## config.mk

```make
export PLATFORM = sky130hd
export DESIGN_NAME = stepper_bin_positioner
export DESIGN_NICKNAME = d
export VERILOG_FILES = /design/src/sbp_pkg.sv /design/src/sbp_seq.sv /design/src/sbp_out.sv /design/src/stepper_bin_positioner.sv
export SDC_FILE = /design/constraint.sdc
export NUM_CORES = 1
export LEC_CHECK = 0
export CORE_MARGIN = 2
export CORE_UTILIZATION = 50
export CTS_BUF_LIST = sky130_fd_sc_hd__clkbuf_2 sky130_fd_sc_hd__clkbuf_4 sky130_fd_sc_hd__clkbuf_8
export DETAILED_ROUTE_END_ITERATION = 7
export DONT_BUFFER_PORTS = 1
export HOLD_SLACK_MARGIN = 0.12
export MAX_ROUTING_LAYER = met4
export PLACE_DENSITY = 0.77
export SYNTH_ARGS = -nofsm -noshare
export SYNTH_HDL_FRONTEND = slang
export SYNTH_HIERARCHICAL = 1
export SYNTH_SLANG_ARGS = --single-unit
```

## constraint.sdc

```tcl
create_clock -name clk -period 5.85 [get_ports clk]
set_input_delay 1.4625 -clock clk [delete_from_list [all_inputs] [get_ports clk]]
set_output_delay 1.4625 -clock clk [all_outputs]
set_load 0.01 [all_outputs]
```

## src/sbp_pkg.sv

```systemverilog
// shared types, constants and helpers for the stepper bin positioner
// no dependencies; imported by every module of the block
`default_nettype none

package sbp_pkg;

  // command codes carried on the input channel
  localparam logic [1:0] CMD_TICK = 2'd0;
  localparam logic [1:0] CMD_MOVE = 2'd1;
  localparam logic [1:0] CMD_HOME = 2'd2;

  // configuration register indexes
  localparam logic [2:0] CFG_MAX_DELAY     = 3'd0;
  localparam logic [2:0] CFG_MIN_DELAY     = 3'd1;
  localparam logic [2:0] CFG_HOME_DELAY    = 3'd2;
  localparam logic [2:0] CFG_QUARTER_STEPS = 3'd3;
  localparam logic [2:0] CFG_RAMP_STEPS    = 3'd4;

  // register reset values
  localparam logic [4:0] RST_MAX_DELAY     = 5'd16;
  localparam logic [4:0] RST_MIN_DELAY     = 5'd6;
  localparam logic [7:0] RST_HOME_DELAY    = 8'd20;
  localparam logic [7:0] RST_QUARTER_STEPS = 8'd50;
  localparam logic [7:0] RST_RAMP_STEPS    = 8'd10;

  localparam logic [1:0] HOME_BIN = 2'd1;

  typedef struct packed {
    logic       accepted;
    logic [1:0] bin_position;
    logic       busy_res;
    logic [5:0] coil_pattern;
  } sbp_res_t;

  // full-step coil patterns, phase 1..4 (phase 0 maps like phase 4)
  function automatic logic [5:0] coil_of(input logic [2:0] phase);
    logic [1:0] idx;
    logic [5:0] pat;
    idx = phase[1:0] - 2'd1;
    unique case (idx)
      2'd0: pat = 6'b110000;
      2'd1: pat = 6'b000110;
      2'd2: pat = 6'b101000;
      2'd3: pat = 6'b000101;
      default: pat = 6'b000000;
    endcase
    return pat;
  endfunction

  // next phase in the given direction; ccw from unstepped wraps to 4
  function automatic logic [2:0] phase_step(input logic [2:0] phase, input logic cw);
    logic [2:0] nxt;
    if (cw) begin
      nxt = {1'b0, phase[1:0]} + 3'd1;
    end else if (phase <= 3'd1) begin
      nxt = 3'd4;
    end else begin
      nxt = phase - 3'd1;
    end
    return nxt;
  endfunction

  // a zero hold still lasts one tick
  function automatic logic [7:0] hold_of(input logic [7:0] d);
    return (d == 8'd0) ? 8'd1 : d;
  endfunction

endpackage

`default_nettype wire

```

## src/sbp_seq.sv

```systemverilog
// step sequencer: configuration registers, motion state and next-state logic
// depends on sbp_pkg; produces one result per item taken in, whether or not it is accepted
`default_nettype none

module sbp_seq
  import sbp_pkg::*;
(
  input  wire logic       clk,
  input  wire logic       rst_n,
  input  wire logic       cfg_we,
  input  wire logic [2:0] cfg_addr,
  input  wire logic [7:0] cfg_wdata,
  input  wire logic       fire,
  input  wire logic [1:0] command,
  input  wire logic [1:0] target_bin,
  input  wire logic       hall_pulse,
  output sbp_res_t        res
);

  typedef enum logic [1:0] {
    MODE_IDLE = 2'd0,
    MODE_MOVE = 2'd1,
    MODE_HOME = 2'd2
  } mode_t;

  logic [4:0] max_delay_r, min_delay_r;
  logic [7:0] home_delay_r, quarter_steps_r, ramp_steps_r;

  mode_t      mode_r, mode_nxt;
  logic [1:0] position_r, position_nxt;
  logic [2:0] phase_r, phase_nxt;
  logic [8:0] steps_left_r, steps_left_nxt;
  logic [8:0] step_count_r, step_count_nxt;
  logic [5:0] step_delay_r, step_delay_nxt;
  logic [7:0] countdown_r, countdown_nxt;
  logic       clockwise_r, clockwise_nxt;
  logic       hall_latch_r, hall_latch_nxt;
  logic [5:0] coils_r, coils_nxt;
  logic [1:0] target_r, target_nxt;
  logic       acc;

  logic [1:0] diff;
  logic [8:0] n_steps;
  logic [7:0] cd_dec;
  logic [5:0] sd_a, sd_b;
  logic [8:0] sl_dec;

  always_ff @(posedge clk) begin
    if (!rst_n) begin
      max_delay_r     <= RST_MAX_DELAY;
      min_delay_r     <= RST_MIN_DELAY;
      home_delay_r    <= RST_HOME_DELAY;
      quarter_steps_r <= RST_QUARTER_STEPS;
      ramp_steps_r    <= RST_RAMP_STEPS;
    end else if (cfg_we) begin
      unique case (cfg_addr)
        CFG_MAX_DELAY:     max_delay_r     <= cfg_wdata[4:0];
        CFG_MIN_DELAY:     min_delay_r     <= cfg_wdata[4:0];
        CFG_HOME_DELAY:    home_delay_r    <= cfg_wdata;
        CFG_QUARTER_STEPS: quarter_steps_r <= cfg_wdata;
        CFG_RAMP_STEPS:    ramp_steps_r    <= cfg_wdata;
        default: ;
      endcase
    end
  end

  always_comb begin
    mode_nxt       = mode_r;
    position_nxt   = position_r;
    phase_nxt      = phase_r;
    steps_left_nxt = steps_left_r;
    step_count_nxt = step_count_r;
    step_delay_nxt = step_delay_r;
    countdown_nxt  = countdown_r;
    clockwise_nxt  = clockwise_r;
    hall_latch_nxt = hall_latch_r;
    coils_nxt      = coils_r;
    target_nxt     = target_r;
    acc            = 1'b0;

    diff    = target_bin - position_r;
    n_steps = (diff == 2'd2) ? {quarter_steps_r, 1'b0} : {1'b0, quarter_steps_r};
    cd_dec  = countdown_r - {7'd0, (countdown_r != 8'd0)};
    sl_dec  = steps_left_r - {8'd0, (steps_left_r != 9'd0)};

    // end-of-hold ramp: speed up early, slow down near the end
    if ((step_count_r < {1'b0, ramp_steps_r}) && (step_delay_r >= {1'b0, min_delay_r})
        && (step_delay_r != 6'd0)) begin
      sd_a = step_delay_r - 6'd1;
    end else begin
      sd_a = step_delay_r;
    end
    if ((steps_left_r < {1'b0, ramp_steps_r}) && (sd_a <= {1'b0, max_delay_r})) begin
      sd_b = sd_a + 6'd1;
    end else begin
      sd_b = sd_a;
    end

    if (mode_r == MODE_IDLE && command == CMD_MOVE) begin
      acc = 1'b1;
      if (hall_pulse) begin
        hall_latch_nxt = 1'b1;
      end
      if (diff == 2'd0 || n_steps == 9'd0) begin
        position_nxt = target_bin;
      end else begin
        clockwise_nxt  = (diff != 2'd3);
        steps_left_nxt = n_steps;
        step_count_nxt = 9'd0;
        step_delay_nxt = {1'b0, max_delay_r};
        target_nxt     = target_bin;
        mode_nxt       = MODE_MOVE;
        phase_nxt      = phase_step(phase_r, diff != 2'd3);
        coils_nxt      = coil_of(phase_step(phase_r, diff != 2'd3));
        countdown_nxt  = hold_of({3'd0, max_delay_r});
      end
    end else if (mode_r == MODE_IDLE && command == CMD_HOME) begin
      acc            = 1'b1;
      hall_latch_nxt = hall_pulse;
      if (hall_pulse) begin
        position_nxt = HOME_BIN;
      end else begin
        mode_nxt      = MODE_HOME;
        phase_nxt     = 3'd1;
        coils_nxt     = coil_of(3'd1);
        countdown_nxt = hold_of(home_delay_r);
      end
    end else begin
      if (hall_pulse) begin
        hall_latch_nxt = 1'b1;
      end
      if (mode_r != MODE_IDLE) begin
        countdown_nxt = cd_dec;
        if (cd_dec == 8'd0) begin
          unique case (mode_r)
            MODE_MOVE: begin
              step_delay_nxt = sd_b;
              step_count_nxt = step_count_r + 9'd1;
              steps_left_nxt = sl_dec;
              if (sl_dec == 9'd0) begin
                position_nxt = target_r;
                mode_nxt     = MODE_IDLE;
              end else begin
                phase_nxt     = phase_step(phase_r, clockwise_r);
                coils_nxt     = coil_of(phase_step(phase_r, clockwise_r));
                countdown_nxt = hold_of({2'd0, sd_b});
              end
            end
            MODE_HOME: begin
              if (hall_latch_nxt) begin
                position_nxt = HOME_BIN;
                mode_nxt     = MODE_IDLE;
              end else begin
                phase_nxt     = phase_step(phase_r, 1'b1);
                coils_nxt     = coil_of(phase_step(phase_r, 1'b1));
                countdown_nxt = hold_of(home_delay_r);
              end
            end
            default: ;
          endcase
        end
      end
    end

    res.coil_pattern = coils_nxt;
    res.busy_res     = (mode_nxt != MODE_IDLE);
    res.bin_position = position_nxt;
    res.accepted     = acc;
  end

  always_ff @(posedge clk) begin
    if (!rst_n) begin
      mode_r       <= MODE_IDLE;
      position_r   <= 2'd0;
      phase_r      <= 3'd0;
      steps_left_r <= 9'd0;
      step_count_r <= 9'd0;
      step_delay_r <= 6'd0;
      countdown_r  <= 8'd0;
      clockwise_r  <= 1'b0;
      hall_latch_r <= 1'b0;
      coils_r      <= 6'd0;
      target_r     <= 2'd0;
    end else if (fire) begin
      mode_r       <= mode_nxt;
      position_r   <= position_nxt;
      phase_r      <= phase_nxt;
      steps_left_r <= steps_left_nxt;
      step_count_r <= step_count_nxt;
      step_delay_r <= step_delay_nxt;
      countdown_r  <= countdown_nxt;
      clockwise_r  <= clockwise_nxt;
      hall_latch_r <= hall_latch_nxt;
      coils_r      <= coils_nxt;
      target_r     <= target_nxt;
    end
  end

  // a running move always has steps to go and a live hold
  a_move_steps: assert property (@(posedge clk) disable iff (!rst_n)
    (mode_r == MODE_MOVE) |-> (steps_left_r != 9'd0))
    else $error("move running with no steps left");

  a_busy_hold: assert property (@(posedge clk) disable iff (!rst_n)
    (mode_r != MODE_IDLE) |-> (countdown_r != 8'd0))
    else $error("busy with an expired hold");

  a_busy_refuse: assert property (@(posedge clk) disable iff (!rst_n)
    (mode_r != MODE_IDLE) |-> !res.accepted)
    else $error("command taken while busy");

  a_phase_range: assert property (@(posedge clk) disable iff (!rst_n)
    (mode_r != MODE_IDLE) |-> (phase_r != 3'd0 && phase_r <= 3'd4))
    else $error("phase out of range while stepping");

endmodule

`default_nettype wire

```

## src/sbp_out.sv

```systemverilog
// result register between the sequencer and the output channel
// depends on sbp_pkg; frees the input side while the result drains
`default_nettype none

module sbp_out
  import sbp_pkg::*;
(
  input  wire logic clk,
  input  wire logic rst_n,
  input  wire logic load,
  input  sbp_res_t  res,
  input  wire logic out_tready,
  output logic      out_tvalid,
  output sbp_res_t  out_res,
  output logic      can_load
);

  logic     valid_r;
  sbp_res_t data_r;

  // a new item may enter when the slot is empty or drains this cycle
  assign can_load   = !valid_r || out_tready;
  assign out_tvalid = valid_r;
  assign out_res    = data_r;

  always_ff @(posedge clk) begin
    if (!rst_n) begin
      valid_r <= 1'b0;
    end else if (load) begin
      valid_r <= 1'b1;
    end else if (out_tready) begin
      valid_r <= 1'b0;
    end
  end

  always_ff @(posedge clk) begin
    if (load) begin
      data_r <= res;
    end
  end

endmodule

`default_nettype wire

```

## src/stepper_bin_positioner.sv

```systemverilog
// Four-bin rotary tray positioner: full-step sequencer with delay ramp and homing.
// One item (tick, move or home) is taken per clock and yields one result item,
// registered, in the next cycle; the state update is a single pass through the
// sequencer's next-state logic, and a held result does not stop the next item
// while the consumer takes it in the same cycle. Depends on sbp_pkg, sbp_seq, sbp_out.
`default_nettype none

module stepper_bin_positioner
  import sbp_pkg::*;
(
  input  wire logic       clk,
  input  wire logic       rst_n,
  input  wire logic       cfg_we,
  input  wire logic [2:0] cfg_addr,
  input  wire logic [7:0] cfg_wdata,
  input  wire logic       in_tvalid,
  output logic            in_tready,
  input  wire logic [7:0] in_tdata,   // target_bin[1:0], hall_pulse[2], zero fill
  input  wire logic [1:0] in_tuser,   // command[1:0]
  output logic            out_tvalid,
  input  wire logic       out_tready,
  output logic [15:0]     out_tdata   // coil_pattern[5:0], busy_res[6],
                                      // bin_position[8:7], accepted[9], zero fill
);

  logic     fire;
  logic     can_load;
  sbp_res_t res;
  sbp_res_t out_res;

  assign in_tready = can_load;
  assign fire      = in_tvalid && can_load;

  sbp_seq u_seq (
    .clk        (clk),
    .rst_n      (rst_n),
    .cfg_we     (cfg_we),
    .cfg_addr   (cfg_addr),
    .cfg_wdata  (cfg_wdata),
    .fire       (fire),
    .command    (in_tuser),
    .target_bin (in_tdata[1:0]),
    .hall_pulse (in_tdata[2]),
    .res        (res)
  );

  sbp_out u_out (
    .clk        (clk),
    .rst_n      (rst_n),
    .load       (fire),
    .res        (res),
    .out_tready (out_tready),
    .out_tvalid (out_tvalid),
    .out_res    (out_res),
    .can_load   (can_load)
  );

  assign out_tdata = {6'd0, out_res.accepted, out_res.bin_position,
                      out_res.busy_res, out_res.coil_pattern};

endmodule

`default_nettype wire
```

After elaboration in Yosys (flattened, before gate mapping):

Cells that the tools add are included.

* register bits after elaboration: 94
* word-level logic and storage cells: 198

* add/sub/neg operators: 11
* order comparisons: 5
* equality and inequality tests: 24
* muxes and demuxes: 94
* bitwise logic cells: 1
* reduce and logical (&&, ||, !) cells: 42

Operators with widths (count)
* $mux 9: 13
* $mux 6: 17
* $mux 8: 9
* $pmux 6 s4: 3
* $mux 2: 27
* $mux 3: 11
* $eq 2x2->1 const B: 9
* $logic_not 9->1: 2
* $lt 9x8->1: 2
* $logic_not 8->1: 2
* $pmux 8 s2: 1
* $pmux 6 s2: 1
* $reduce_bool 2->1: 6
* $eq 2x1->1 const B: 5
* $logic_not 2->1: 5
* $reduce_and 2->1: 5
* $add 9x1->9 const B: 1
* $reduce_bool 9->1: 1
* $sub 9x1->9: 1
* $mux 1: 8
* $ne 4x2->1 const B: 2
* $pmux 2 s2: 2
* $reduce_and 8->1: 1
* $reduce_bool 8->1: 1
* other kinds (31): 42

Longest topological paths before layout:

* depth after elaboration: 19
* mapped depth: 20
* depth with buffers taken out: 19

Modules after synthesis:

The synthesis kept the hierarchy.

By module, submodules not included
* sbp_seq: times used 1, cells each 745, area each 5690.5 sq um, seq. area each 1661.6 sq um
* sbp_out: times used 1, cells each 14, area each 349.1 sq um, seq. area each 320.3 sq um
* stepper_bin_positioner: times used 1, cells each 8, area each 55.1 sq um, seq. area each 0.0 sq um

Worst setup path before layout:

No wires, ideal clock.

* path kind: reg-to-reg
* start point: register u_seq.ramp_steps_r[6]
* end point: register u_seq.countdown_r[0]
* arrival time: 4.017 ns
* data required time: 5.733 ns
* path slack: 1.715 ns
* cell stages (with the launch flop): 20
* period minus slack after synthesis: 4.135 ns
* cells stage by stage: dfxtp_1 -> inv_1 -> ha_1 -> a21o_1 -> a211o_1 -> a31oi_2 -> nand3_1 -> nor4_1 -> xnor2_1 -> inv_1 -> ha_1 -> o21a_1 -> o22ai_1 -> a21oi_1 -> nor3_1 -> inv_1 -> or3b_1 -> xor2_1 -> a211o_1 -> a32o_1

* longest elaborated chain between the ends: 15
* elaborated cells between the ends (all ways): 17

RTL lines
* start: declaration: line sbp_seq.sv:27 `logic [7:0] home_delay_r, quarter_steps_r, ramp_steps_r;`
* start signal: assignment: line sbp_seq.sv:61 `CFG_RAMP_STEPS: ramp_steps_r <= cfg_wdata;`
* $lt 9x8->1: line sbp_seq.sv:87 `if ((step_count_r < {1'b0, ramp_steps_r}) && (step_delay_r >= {1'b0, min_delay_r})`
* $logic_and 1x1->1: line sbp_seq.sv:87
* $logic_and 1x1->1: line sbp_seq.sv:88 `&& (step_delay_r != 6'd0)) begin`
* $mux 6: line sbp_seq.sv:87
* $le 6x5->1: line sbp_seq.sv:93 `if ((steps_left_r < {1'b0, ramp_steps_r}) && (sd_a <= {1'b0, max_delay_r})) begin`
* $logic_and 1x1->1: line sbp_seq.sv:93
* $mux 6 *: line sbp_seq.sv:93
* $logic_not 6->1: line sbp_pkg.sv:65 `return (d == 8'd0) ? 8'd1 : d;`
* $mux 6 *: line sbp_pkg.sv:65
* $mux 8 *: line sbp_seq.sv:140 `if (sl_dec == 9'd0) begin`
* $pmux 8 s2 *: line sbp_seq.sv:135 `unique case (mode_r)`
* $mux 8 *: line sbp_seq.sv:134 `if (cd_dec == 8'd0) begin`
* $mux 8 *: line sbp_seq.sv:132 `if (mode_r != MODE_IDLE) begin`
* $mux 8 *: line sbp_seq.sv:117 `end else if (mode_r == MODE_IDLE && command == CMD_HOME) begin`
* $mux 8 *: line sbp_seq.sv:99 `if (mode_r == MODE_IDLE && command == CMD_MOVE) begin`
* end signal: assignment: line sbp_seq.sv:191 `countdown_r <= countdown_nxt;`
* end: declaration: line sbp_seq.sv:35 `logic [7:0] countdown_r, countdown_nxt;`

Every way passes the cells marked *; elsewhere a longest branch is shown, timed or not. The select of a mux whose other input is x is not followed.
A chain may end at the register's enable or synchronous reset.

Final worst setup path:

Ends and elaborated chain as after synthesis.

==> flow_summary_export.csv <==
group,metric,value,unit
worst_setup_path,path_max_fanout,4,
clock_network,numCtsBuffers,9,
clock_network,insertion_delay,0.38,ns
worst_setup_path,worstPathRequired,6.18,ns
global_route,grt_start_max_net_pins,60,
global_route,antenna_found_initial,0,
logic_synthesis,syn_inst,767,
hold_path,min_path_type,"flip-flop to flip-flop",
power,ir_drop,0.09012,mV
placement,gp_congestion,0.9554,
placement,placed_area,6157,µm²
logic_synthesis,ys_async_sr_fraction,0,
logic_synthesis,synth_area,6095,µm²
outcome,status,"completed",
worst_setup_path,cpPeakStageDelay,0.45,ns
job,drv_cap,0,
worst_setup_path,slowest_stage,"or3b_1",
drt,vias_per_cell,6.004,
timing,rsz0062_at_grt,"false",
floorplan,row_count,40,
drt,drt_first_pass_iters,5,
global_route,grt_pass1_wl,24.06,mm
logic_synthesis,synth.avg_cell_area,7.946,µm²
clock_network,cts_tree,"done",
worst_setup_path,crit_type,"flip-flop to flip-flop",
logic_synthesis,synthTopCellsByCount,"nand2_1 (111), dfxtp_1 (84), nor2_1 (80), a21oi_1 (70)",
finish,multi_input_area,3792,µm²
timing,fin_setup_tns,0,ns
global_route,grt_pass1_vias,4838,
power,power_density,224.4,nW/µm²
floorplan,start_util,0.5095,
clock_network,cts-hold-fix-buffers,0,
clock_network,cts_setup_buffers,0,
global_route,track_usage,0.2383,
logic_synthesis,netlist.area_leader.share,0.2759,
timing,tightest_slew,1.078,ns
logic_synthesis,ys.flop_type,"dfxtp_1",
finish,areaGrowthSynthToFinish,4.188,%
timing,fin_crit_sh,0.8142,
clock_network,cts_buffer_depth,2,
floorplan,die_h,114.4,µm
finish,finalNonFillerCells,903,
drt,drt_iter0_markers,511,
finish,fin_area,6350,µm²
logic_synthesis,synthMostInstantiatedCell,"nand2_1",
drt,via_count,5422,
logic_synthesis,synth_cell_types,83,
timing,fin_skew,0.01605,ns
clock_network,cts_htree_levels,3,
clock_network,cts_resized,0,
clock_network,cts.sinks,94,
floorplan,ios,44,
drt,totalWireLength,14.92,mm
placement,post-dp-hpwl,10.94,mm
placement,portBuffers,0,
finish,nNetsFinal,820,
timing,hold_viol,0,
clock_network,cts_root_buffer,"clkbuf_8",
worst_setup_path,end_kind,"flip-flop",
floorplan,core_area,11960,µm²
clock_network,clkSlewWorstSetupHoldPaths,0.09,ns
power,p_total,1.425,mW
logic_synthesis,synth_area_leaders,"dfxtp_1 (28%), ha_1 (8.8%), nand2_1 (6.8%)",
logic_synthesis,yosysWarnings,6,
logic_synthesis,synth.largest_area_cell,"dfxtp_1",
timing,fin_crit,4.763,ns
floorplan,chipWidth,114.4,µm
timing,fmax,210.0,MHz
drt,postRouteAntennaNets,0,
power,p_leak,2.448,nW
logic_synthesis,synth_edf_count,10,
finish,fillers,1115,
logic_synthesis,synth_seq_cells,94,
timing,finalSetupViolCount,0,
floorplan,die_area,13090,µm²
worst_setup_path,crit_chain,"inv_1 -> ha_1 -> a21o_1 -> a211o_1 -> a31oi_2 -> nand3_1 -> nor4_1 -> xnor2_1 -> inv_1 -> ha_1 -> o21a_1 -> o22ai_1 -> a21oi_1 -> nor3_1 -> inv_1 -> or3b_1 -> mux2i_1 -> nor4b_1 -> a32o_1",
drt,drc_errors,0,
finish,regArea,1982,µm²
timing,max_slew_margin,0.2815,
worst_setup_path,crit_top_cell,"inv_1",
drt,wl_per_cell,16.52,µm
placement,dp_cells,887,
global_route,gr-total-overflow,0,
finish,drive_above_1_share,0.06878,
finish,diodes,0,
worst_setup_path,arrival,5.09,ns
logic_synthesis,ys_seq_area_frac,0.3252,
worst_setup_path,cp-start-kind,"flip-flop",
timing,final_max_slew_viol_count,0,
[cell type report]
class / instances / area share
Multi-Input combinational cell: 597 / 0.5972
Timing Repair Buffer: 4 / 0.004729
Sequential cell: 94 / 0.3121
Inverter: 45 / 0.02660
Tap cell: 147 / 0.02897
Clock buffer: 10 / 0.02069
Clock inverter: 6 / 0.009655
[cell usage in the layout, fill, tap and decap left out, types with 5 or more instances in the layout]
cell type / instances
nand2_1: 111
dfxtp_1: 84
nor2_1: 80
a21oi_1: 70
inv_1: 43
ha_1: 43
o21ai_0: 39
nand3_1: 25
mux2i_1: 20
nor3_1: 18
xor2_1: 14
a211oi_1: 11
edfxtp_1: 10
nand4_1: 10
clkbuf_8: 9
xnor2_1: 8
o211ai_1: 8
nor4_1: 7
and2_1: 6
conb_1: 6
o22ai_1: 6
a22oi_1: 6
or2_2: 6
nand2b_1: 5
[routing by layer]
| metal | up-vias | track usage | wire length [µm] |
|---|---|---|---|
| met5 | - | - | 0 |
| met4 | 0 | 0.07642 | 298 |
| met3 | 24 | 0.04447 | 880 |
| met2 | 201 | 0.3641 | 6671 |
| met1 | 2508 | 0.3194 | 7072 |
| li1 | 2689 | - | - |
[cell families (layout without fill, tap and decap cells)]
family,after synthesis,count (layout),share of synthesized area
multiplexers,23,23,0.03839
other,1,6,0.0006153
flip-flops,94,94,0.3252
adder cells (fa/ha/maj),43,43,0.08828
AO/OA/AOI/OAI,192,192,0.2039
buffers and inverters,81,65,0.05563
XOR/XNOR,24,24,0.03983
AND/OR/NAND/NOR,309,309,0.2482
[critical path: cells and delay by family, from the launching register on]
kind,cells,cell delay [ns]
AO/OA/AOI/OAI,7,1.30
XOR/XNOR,1,0.23
buffers and inverters,3,0.37
multiplexers,1,0.34
flip-flops,1,0.33
AND/OR/NAND/NOR,5,1.51
adder cells (fa/ha/maj),2,0.61
[worst paths after layout]
kind / slack, ns / depth (start not counted) / to / start
max: 1.09 / 19 / u_seq/countdown_r[0] / u_seq/ramp_steps_r[6]
min: 0.46 / 2 / u_seq/ramp_steps_r[2] / u_seq/ramp_steps_r[2]
max reg2reg: 1.09 / 19 / u_seq/countdown_r[0] / u_seq/ramp_steps_r[6]
min reg2reg: 0.46 / 2 / u_seq/ramp_steps_r[2] / u_seq/ramp_steps_r[2]
[state kept, by name, summed over array words and instances (netlist names)]
signal	cells
u_seq/quarter_steps_r	8
u_seq/ramp_steps_r	8
u_seq/countdown_r	8
u_seq/phase_r	3
u_seq/position_r	2
u_seq/mode_r	2
u_seq/clockwise_r	1
u_seq/step_delay_r	6
u_seq/home_delay_r	8
u_seq/hall_latch_r	1
u_seq/steps_left_r	9
u_seq/coils_r	6
u_seq/max_delay_r	5
u_seq/step_count_r	9
u_out/out_tvalid	1
u_seq/min_delay_r	5
u_seq/target_r	2
u_out/out_res	10
[metrics by stage]
step | setup WS (ns) | hold slack (ns) | util
after floorplan | 1.715 | 0.4361 | -
after global placement | 1.213 | 0.4435 | 0.5147
after detailed placement | 1.151 | 0.4491 | 0.5147
after CTS | 1.095 | 0.4619 | 0.5309
after global routing | 0.6758 | 0.4884 | 0.5309
final | 1.087 | 0.4599 | 0.5309
[power by group]
part | switching [mW] | internal [mW]
registers | 0.0271 | 0.678
clock network | 0.236 | 0.202
logic | 0.173 | 0.109
Note: power is estimated with default switching activity, not from simulation.
